## config.mk

```make
export PLATFORM = sky130hd
export DESIGN_NAME = hta_post
export DESIGN_NICKNAME = d
export VERILOG_FILES = /design/src/rtl/hta_pkg.sv /design/src/rtl/hta_post.sv
export SDC_FILE = /design/constraint.sdc
export NUM_CORES = 1
export LEC_CHECK = 0
export ABC_CLOCK_PERIOD_IN_PS = 8400
export BUFFER_PORTS_ARGS = -buffer_cell sky130_fd_sc_hd__buf_4
export CORE_AREA = 2 2 320 322
export CTS_BUF_LIST = sky130_fd_sc_hd__clkbuf_16
export CTS_CLUSTER_SIZE = 10
export DETAILED_ROUTE_END_ITERATION = 6
export DIE_AREA = 0 0 322 324
export PLACE_DENSITY_LB_ADDON = 0.1
export SYNTH_ARGS = -nofsm -noshare
export SYNTH_HDL_FRONTEND = slang
export SYNTH_SLANG_ARGS = --single-unit
```

## constraint.sdc

```tcl
create_clock -name clk -period 8.4 [get_ports clk]
set_input_delay 2.52 -clock clk [delete_from_list [all_inputs] [get_ports clk]]
set_output_delay 2.52 -clock clk [all_outputs]
set_load 0.005 [all_outputs]
```

## src/rtl/hta_pkg.sv

```systemverilog
// Shared types, constants and helpers of the halftone tile averager.
// No dependencies; every other file in rtl/ imports this package.
package hta_pkg;

    localparam int MAX_TILE_COLUMNS = 1024;
    localparam int MAX_IMAGE_DIM    = 4096;
    localparam int TILE_ADDR_W      = $clog2(MAX_TILE_COLUMNS);
    localparam int POS_W            = $clog2(MAX_IMAGE_DIM);
    localparam int DIM_W            = POS_W + 1;
    localparam int STEP_W           = 6;
    localparam int SUM_W            = 20;
    localparam int AREA_W           = 2 * STEP_W;
    localparam int IDX_W            = 10;
    localparam int CFG_INDEX_W      = 3;
    localparam int CFG_DATA_W       = 13;

    localparam logic [15:0] WEIGHT_RED   = 16'd19595;
    localparam logic [15:0] WEIGHT_GREEN = 16'd38470;
    localparam logic [15:0] WEIGHT_BLUE  = 16'd7471;

    typedef enum logic [CFG_INDEX_W-1:0] {
        CFG_TILE_STEP        = 3'd0,
        CFG_SHIFT_ROWS       = 3'd1,
        CFG_MONO_MODE        = 3'd2,
        CFG_SIZE_BY_DARKNESS = 3'd3,
        CFG_IMAGE_WIDTH      = 3'd4,
        CFG_IMAGE_HEIGHT     = 3'd5
    } cfg_reg_t;

    typedef enum logic [1:0] {
        RS_IDLE,
        RS_DIVY,
        RS_DIVX
    } rs_state_t;

    typedef enum logic [2:0] {
        PS_IDLE,
        PS_DIV,
        PS_SQ,
        PS_MAC,
        PS_ROOT,
        PS_DONE
    } post_state_t;

    typedef struct packed {
        logic [7:0] pix_red;
        logic [7:0] pix_green;
        logic [7:0] pix_blue;
        logic       first_pixel;
    } pix_t;

    typedef struct packed {
        logic [IDX_W-1:0] tile_col;
        logic [IDX_W-1:0] tile_row;
        logic [7:0]       avg_red;
        logic [7:0]       avg_green;
        logic [7:0]       avg_blue;
        logic [7:0]       darkness;
        logic [7:0]       out_red;
        logic [7:0]       out_green;
        logic [7:0]       out_blue;
        logic [7:0]       size_factor;
        logic             visible;
        logic             frame_done;
    } tile_t;

    typedef struct packed {
        logic              valid;
        logic [STEP_W-1:0] step;
        logic [SUM_W-1:0]  sum_red;
        logic [SUM_W-1:0]  sum_green;
        logic [SUM_W-1:0]  sum_blue;
        logic [IDX_W-1:0]  tile_col;
        logic [IDX_W-1:0]  tile_row;
        logic              frame_done;
        logic              mono;
        logic              size_by_dark;
    } post_req_t;

    function automatic logic [15:0] luma_weight(input logic [1:0] ch);
        logic [15:0] w;
        unique case (ch)
            2'd0:    w = WEIGHT_RED;
            2'd1:    w = WEIGHT_GREEN;
            default: w = WEIGHT_BLUE;
        endcase
        return w;
    endfunction

endpackage

```

## src/rtl/hta_post.sv

```systemverilog
// Tile result unit: divides the three sums by the tile area, forms darkness
// by a sequential integer square root and holds the result item. Uses hta_pkg.
module hta_post import hta_pkg::*;
(
    input  logic      clk,
    input  logic      rst_n,
    input  post_req_t req,
    output logic      busy,
    output logic      tile_valid,
    input  logic      tile_stall,
    output tile_t     tile_item
);

    post_state_t       state_reg, state_next;
    logic              load_out;

    logic [AREA_W-1:0] area_reg;
    logic [SUM_W-1:0]  num_reg [3];
    logic [AREA_W-1:0] rem_reg [3];
    logic [SUM_W-1:0]  num_next [3];
    logic [AREA_W-1:0] rem_next [3];
    logic [AREA_W:0]   trial [3];
    logic [7:0]        avg_reg [3];
    logic [7:0]        avg_sat [3];
    logic [4:0]        cnt_reg;
    logic [1:0]        ch_reg;
    logic [15:0]       sq_reg;
    logic [7:0]        inv;
    logic [31:0]       prod;
    logic [31:0]       acc_reg;
    logic [31:0]       val_reg;
    logic [31:0]       root_reg;
    logic [31:0]       bit_reg;
    logic [31:0]       root_try;
    logic              root_ge;
    logic [7:0]        dark;
    logic [7:0]        size_f;
    logic [IDX_W-1:0]  col_reg, row_reg;
    logic              fd_reg, mono_reg, sbd_reg;
    logic              ov_reg;
    tile_t             item_reg;

    always_comb
    begin
        for (int c = 0; c < 3; c++)
        begin
            trial[c] = {rem_reg[c], num_reg[c][SUM_W-1]};
            if (trial[c] >= {1'b0, area_reg})
            begin
                rem_next[c] = AREA_W'(trial[c] - {1'b0, area_reg});
                num_next[c] = {num_reg[c][SUM_W-2:0], 1'b1};
            end
            else
            begin
                rem_next[c] = trial[c][AREA_W-1:0];
                num_next[c] = {num_reg[c][SUM_W-2:0], 1'b0};
            end
            avg_sat[c] = (num_next[c] > SUM_W'(255)) ? 8'd255 : num_next[c][7:0];
        end
        inv      = 8'd255 - avg_reg[ch_reg];
        prod     = 32'(luma_weight(ch_reg)) * 32'(sq_reg);
        root_try = root_reg + bit_reg;
        root_ge  = val_reg >= root_try;
        dark     = (root_reg[31:16] != 16'd0) ? 8'd255 : root_reg[15:8];
        size_f   = sbd_reg ? dark : 8'd255;
    end

    always_comb
    begin
        state_next = state_reg;
        unique case (state_reg)
            PS_IDLE: if (req.valid) state_next = PS_DIV;
            PS_DIV:  if (cnt_reg == 5'(SUM_W - 1)) state_next = PS_SQ;
            PS_SQ:   state_next = PS_MAC;
            PS_MAC:  state_next = (ch_reg == 2'd2) ? PS_ROOT : PS_SQ;
            PS_ROOT: if (cnt_reg == 5'd15) state_next = PS_DONE;
            PS_DONE: if (load_out) state_next = PS_IDLE;
            default: state_next = PS_IDLE;
        endcase
    end

    always_comb
    begin
        busy     = (state_reg != PS_IDLE);
        load_out = (state_reg == PS_DONE) && (!ov_reg || !tile_stall);
    end

    always_ff @(posedge clk or negedge rst_n)
    begin
        if (!rst_n)
        begin
            state_reg <= PS_IDLE;
            ov_reg    <= 1'b0;
        end
        else
        begin
            state_reg <= state_next;
            if (load_out)
                ov_reg <= 1'b1;
            else if (!tile_stall)
                ov_reg <= 1'b0;
        end
    end

    always_ff @(posedge clk)
    begin
        unique case (state_reg)
            PS_IDLE:
            begin
                area_reg   <= AREA_W'(AREA_W'(req.step) * AREA_W'(req.step));
                num_reg[0] <= req.sum_red;
                num_reg[1] <= req.sum_green;
                num_reg[2] <= req.sum_blue;
                for (int c = 0; c < 3; c++)
                    rem_reg[c] <= '0;
                cnt_reg    <= '0;
                col_reg    <= req.tile_col;
                row_reg    <= req.tile_row;
                fd_reg     <= req.frame_done;
                mono_reg   <= req.mono;
                sbd_reg    <= req.size_by_dark;
            end
            PS_DIV:
            begin
                for (int c = 0; c < 3; c++)
                begin
                    num_reg[c] <= num_next[c];
                    rem_reg[c] <= rem_next[c];
                    avg_reg[c] <= avg_sat[c];
                end
                cnt_reg <= cnt_reg + 5'd1;
                ch_reg  <= '0;
                acc_reg <= '0;
            end
            PS_SQ:
                sq_reg <= 16'(inv) * 16'(inv);
            PS_MAC:
            begin
                acc_reg  <= acc_reg + prod;
                val_reg  <= acc_reg + prod;
                ch_reg   <= ch_reg + 2'd1;
                cnt_reg  <= '0;
                root_reg <= '0;
                bit_reg  <= 32'h4000_0000;
            end
            PS_ROOT:
            begin
                if (root_ge)
                begin
                    val_reg  <= val_reg - root_try;
                    root_reg <= (root_reg >> 1) + bit_reg;
                end
                else
                    root_reg <= root_reg >> 1;
                bit_reg <= bit_reg >> 2;
                cnt_reg <= cnt_reg + 5'd1;
            end
            PS_DONE:
            begin
                if (load_out)
                begin
                    item_reg.tile_col    <= col_reg;
                    item_reg.tile_row    <= row_reg;
                    item_reg.avg_red     <= avg_reg[0];
                    item_reg.avg_green   <= avg_reg[1];
                    item_reg.avg_blue    <= avg_reg[2];
                    item_reg.darkness    <= dark;
                    item_reg.out_red     <= mono_reg ? 8'd255 - dark : avg_reg[0];
                    item_reg.out_green   <= mono_reg ? 8'd255 - dark : avg_reg[1];
                    item_reg.out_blue    <= mono_reg ? 8'd255 - dark : avg_reg[2];
                    item_reg.size_factor <= size_f;
                    item_reg.visible     <= (size_f != 8'd0);
                    item_reg.frame_done  <= fd_reg;
                end
            end
            default: ;
        endcase
    end

    assign tile_valid = ov_reg;
    assign tile_item  = item_reg;

endmodule

```

Yosys cells after proc, flatten, opt, wreduce, memory -nomap -nowiden
Memories as Yosys holds them, arrays and structs flattened. A register that Yosys moved wholly into a read port is not among the register bits.
Index checks and enable logic that the tools add are counted.
{ "classes": {"n_addsub": 11, "magnitude_cmp": 7, "n_mux": 42, "n_reduce_logical": 17, "n_bitwise": 6, "mul": 3, "n_eq_ne": 15} }
{ "ops": {"columns": ["operator", "n"], "rows": [
  ["case mux 32 bit (2 select lines)", 4],
  ["two-way mux 12 bit", 6],
  ["adder 32 bit", 2],
  ["two-way mux 32 bit", 2],
  ["two-way mux 8 bit", 8],
  ["> comparator 20 x 8 -> 1 bit (second input constant)", 3],
  ["two-way mux 20 bit", 3],
  ["greater-or-equal comparator 13 x 12 -> 1 bit", 3],
  ["subtractor 12 bit", 3],
  ["adder 31 x 32 -> 32 bit", 1],
  ["greater-or-equal comparator 32 bit", 1],
  ["multiplier 16 x 16 -> 32 bit", 1],
  ["case mux 16 bit (2 select lines)", 1],
  ["subtractor 32 bit", 1],
  ["case mux 3 bit (6 select lines)", 1],
  ["multiplier 8 x 8 -> 16 bit", 1],
  ["nonzero test 16 bit", 1],
  ["subtractor 8 bit (first input constant)", 2],
  ["two-way mux 3 bit", 5],
  ["multiplier 6 x 6 -> 12 bit", 1],
  ["!= test 2 bit (second input constant)", 5],
  ["case mux 5 bit (2 select lines)", 1],
  ["two-way mux 1 bit", 9],
  ["nonzero test 8 bit", 1],
  ["23 further kinds", 35]
]} }
{ "word_totals": {"output_inout_bits": 88, "reg_bits": 276, "ram_bits": 120, "word_cells": 131, "mem_count": 3} }
{ "mem_list": {"columns": ["memory", "depth", "word_bits", "rd", "rd_clocked_by_memory_dff", "write_ports", "line_no", "rtl"], "rows": [
  ["num_reg", 3, 20, 3, 0, 3, "hta_post.sv:18", "logic [SUM_W-1:0] num_reg [3];"],
  ["rem_reg", 3, 12, 3, 0, 3, "hta_post.sv:19", "logic [AREA_W-1:0] rem_reg [3];"],
  ["avg_reg", 3, 8, 4, 1, 3, "hta_post.sv:23", "logic [7:0] avg_reg [3];"]
]} }

Depth between registers and ports, before layout
{ "logic_depth": {"depth_word": 5, "depth_mapped": 28, "mapped_depth_nobuf": 27} }

Least setup slack after synthesis
OpenSTA, ideal clock, no wires.
{ "synth_timing": {"path_type": "input -> register", "start": "input tile_stall", "end": "register item_reg, in the netlist tile_item[0], enable pin", "arrival_ns": 6.700, "slack_ns": 1.142, "required_ns": 7.841, "stages": 1, "cell_sequence": "a21oi_1"} }
{ "synth_between": {"elab_chain_len": 4} }
{ "synth_lines": {"columns": ["element", "line_no", "rtl"], "rows": [
  ["start, declared", "hta_post.sv:10", "input logic tile_stall,"],
  ["zero test 1 bit", null, null],
  ["logical OR 1 bit", "hta_post.sv:85", "load_out = (state_reg == PS_DONE) && (!ov_reg || !tile_stall);"],
  ["logical AND 1 bit", "hta_post.sv:85", null],
  ["AND reduction 2 bit (no source line)", null, null],
  ["end, declared", "hta_post.sv:41", "tile_t item_reg;"]
]} }
Every way passes these cells.
A chain may end at the register's enable or synchronous reset.

Worst setup path in the final report
{ "layout_timing": {"start": "register ch_reg[0]", "end": "register acc_reg[27] (data pin)"} }
{ "layout_between": {"elab_chain_len": 5, "elab_cells_between_ends": 6, "cone_classes": "add/sub (1); mul (1); eq/ne (1); mux (2); reduce/logical (1)"} }
{ "layout_lines": {"columns": ["element", "line_no", "rtl"], "rows": [
  ["start, declared", "hta_post.sv:26", "logic [1:0] ch_reg;"],
  ["start signal, assigned", "hta_post.sv:141", "ch_reg <= ch_reg + 2'd1;"],
  ["== test 2 x 1 -> 1 bit or zero test 2 bit (tied branches)", "hta_pkg.sv:82", "unique case (ch)"],
  ["case mux 16 bit (2 select lines) *", "hta_pkg.sv:82", null],
  ["multiplier 16 x 16 -> 32 bit *", "hta_post.sv:61", "prod = 32'(luma_weight(ch_reg)) * 32'(sq_reg);"],
  ["adder 32 bit *", "hta_post.sv:139", "acc_reg <= acc_reg + prod;"],
  ["case mux 32 bit (2 select lines) *", "hta_post.sv:107", "unique case (state_reg)"],
  ["end signal, assigned", "hta_post.sv:139", null],
  ["end, declared", "hta_post.sv:30", "logic [31:0] acc_reg;"]
]} }
Mark *: on every way between the ends. The rest lies on a longest branch, timed or not.

==> impl_metrics.tcl <==
set metrics [dict create \
    grt_pass1_wl_um 126000 \
    grt-ovfl-total 0 \
    antenna_found_initial 3 \
    die_x_um 322 \
    cts_buffers 49 \
    drt_drc_violations_left 0 \
    vias 20910 \
    status "complete, no violations" \
    netlist_area_um2 30100 \
    synth_top_cell_area_share 0.373 \
    avgRoutedWirePerCell_um 17.8 \
    rows 117 \
    yosysSeqAreaShare 0.378 \
    gp_congestion 0.901 \
    path_max_fanout 12 \
    worstHoldPathCells 0 \
    cpPeakStageDelay_ns 0.56 \
    worst_slack_ns 0.902 \
    hold_buffers 0 \
    wl_um 79800 \
    r2r_cells 25 \
    clock_latency_ns 0.65 \
    fillers 10306 \
    cap_viol_max_count 0 \
    postSynthAreaPerCell_um2 10.2 \
    synth_top_area_cell "edfxtp_1" \
    grt_usage 0.155 \
    clockRootBuffer "clkbuf_16" \
    regArea_um2 11400 \
    dp.cells 4399 \
    async_flop_share 0.0105 \
    clk_pin_slew_ns 0.05 \
    slowest_stage "fa_1" \
    hold_path.class "reg2reg" \
    final_util 0.341 \
    drive_gt1_frac 0.104 \
    areaGrowthSynthToFinish_pct 14.6 \
    pre_cts_ws_ns 0.941 \
    io_pins 181 \
    synth.area.top_cells "edfxtp_1, fa_1, ha_1" \
    cp_data_required_time_ns 8.92 \
    crit_type "reg2reg" \
    instances_no_fill 4479 \
    yosys_warnings 0 \
    ctsResizeCount 0 \
    slew_violations 0 \
    drt_iter0_markers 1073 \
    grt_max_degree 86 \
    period_minus_slack_ns 7.50 \
    first_pass_iters 5 \
    cts_setup_buffers 0 \
    max_slew_margin 0.238 \
    antenna_left 0 \
    worstSetupEndpointType "flip-flop" \
    min_from "col_reg[5]$_DFFE_PP_" \
    num-nets-final 3744 \
    htreeDepth 2 \
    multi_input_area_um2 16700 \
    final_common_cell "inv_1" \
    rsz0062_at_grt "no" \
    clkSinkCount 380 \
    fin_setup_tns_ns 0 \
    largest_reg_flops 86 \
    core-area_um2 101000 \
    layout_common_cells "inv_1, nand2_1, edfxtp_1, ha_1, fa_1" \
    die_area_um2 104000 \
    arrival_ns 8.01 \
    finalSetupViolCount 0 \
    start_util 0.298 \
    final_hold_viol_count 0 \
    fp.dieH_um 324 \
    synth-main-ff-cell "edfxtp_1" \
    viasPerCell 4.67 \
    crit_path_start "ch_reg[0]$_DFFE_PN_" \
    start_kind "flip-flop" \
    final.period_utilization 0.893 \
    cts_tree "built" \
    worst_pin_slew_ns 1.14 \
    hpwlAfterDp_um 63500 \
    reg2reg_from "ch_reg[0]$_DFFE_PN_" \
    antennaDiodeCount 0 \
    synth_edf_count 374 \
    grt_pass1_vias 22193 \
    numPortBuffers 180 \
    synth_cells 2955 \
    ys_types 79 \
    max_freq_ghz 0.133 \
    ctsLongestPathBuffers 3 \
    ys_ff_latch 380 \
    finalClockSkew_ns 0.0490 \
]
[kinds of logic after synthesis]
logic type	Yosys count	share of synthesized area
XOR/XNOR	171	0.0498
flip-flops	380	0.378
AND/OR/NAND/NOR	855	0.129
multiplexers	28	0.00936
adder cells (fa/ha/maj)	510	0.268
other	2	0.000250
buffers and inverters	559	0.0699
AO/OA/AOI/OAI	450	0.0958
[worst paths after layout]
path | end | slack [ns]
max in group asynchronous | state_reg[2]$_DFFE_PN0P_ | 6.61
worst min register to register | tile_item[81]$_DFFE_PP_ | 0.42
worst max register to register | acc_reg[27]$_SDFFCE_PN0N_ | 0.90
min in group asynchronous | state_reg[1]$_DFFE_PN0P_ | 1.67
worst max-delay path | acc_reg[27]$_SDFFCE_PN0N_ | 0.90
worst min-delay path | tile_item[81]$_DFFE_PP_ | 0.42
[stage by stage]
| step | hold WS (ns) | instance area (µm²) |
|---|---|---|
| after CTS | 0.419 | 34500 |
| after global placement | 0.400 | 33000 |
| after floorplan | 0.400 | 30100 |
| final | 0.416 | 34500 |
| after detailed placement | 0.405 | 33000 |
| after global routing | 0.422 | 34500 |
[Yosys cell counts, types with 18 or more instances]
cell / number
a31oi_1: 32
nand2_1: 380
nor2b_1: 35
edfxtp_1: 374
ha_1: 286
nand2b_1: 30
o21ai_0: 123
and3_1: 32
xnor2_1: 83
o21ai_1: 18
fa_1: 224
nor3_1: 22
a21o_1: 51
a21oi_1: 104
inv_1: 478
xor2_1: 88
nor2_1: 187
and2_1: 27
clkbuf_1: 71
nand3_1: 49
mux2i_1: 27
o21bai_1: 20
or2_2: 36
[critical path, delay by kind of cell (launching register included)]
family / cells / cell delay [ns]
buffers and inverters: 6 / 0.36
AND/OR/NAND/NOR: 6 / 1.55
adder cells (fa/ha/maj): 8 / 3.85
AO/OA/AOI/OAI: 5 / 1.20
flip-flops: 1 / 0.42
[per-layer routing]
metal	share of wire	global-route usage
met5	0.00034	0
met2	0.48	0.265
met4	0.016	0.0325
met1	0.45	0.201
met3	0.050	0.0337
[layout make-up]
class | count | share of cell area
well taps | 1309 | 0.0475
clock inverters | 31 | 0.00657
multi-input cells | 2029 | 0.484
flip-flops and latches | 380 | 0.330
clock buffers | 49 | 0.0356
repair buffers | 202 | 0.0440
inverters | 479 | 0.0522
Power is not shown: default switching activity piles up to over one toggle a cycle in this logic, so the estimate is an artifact.
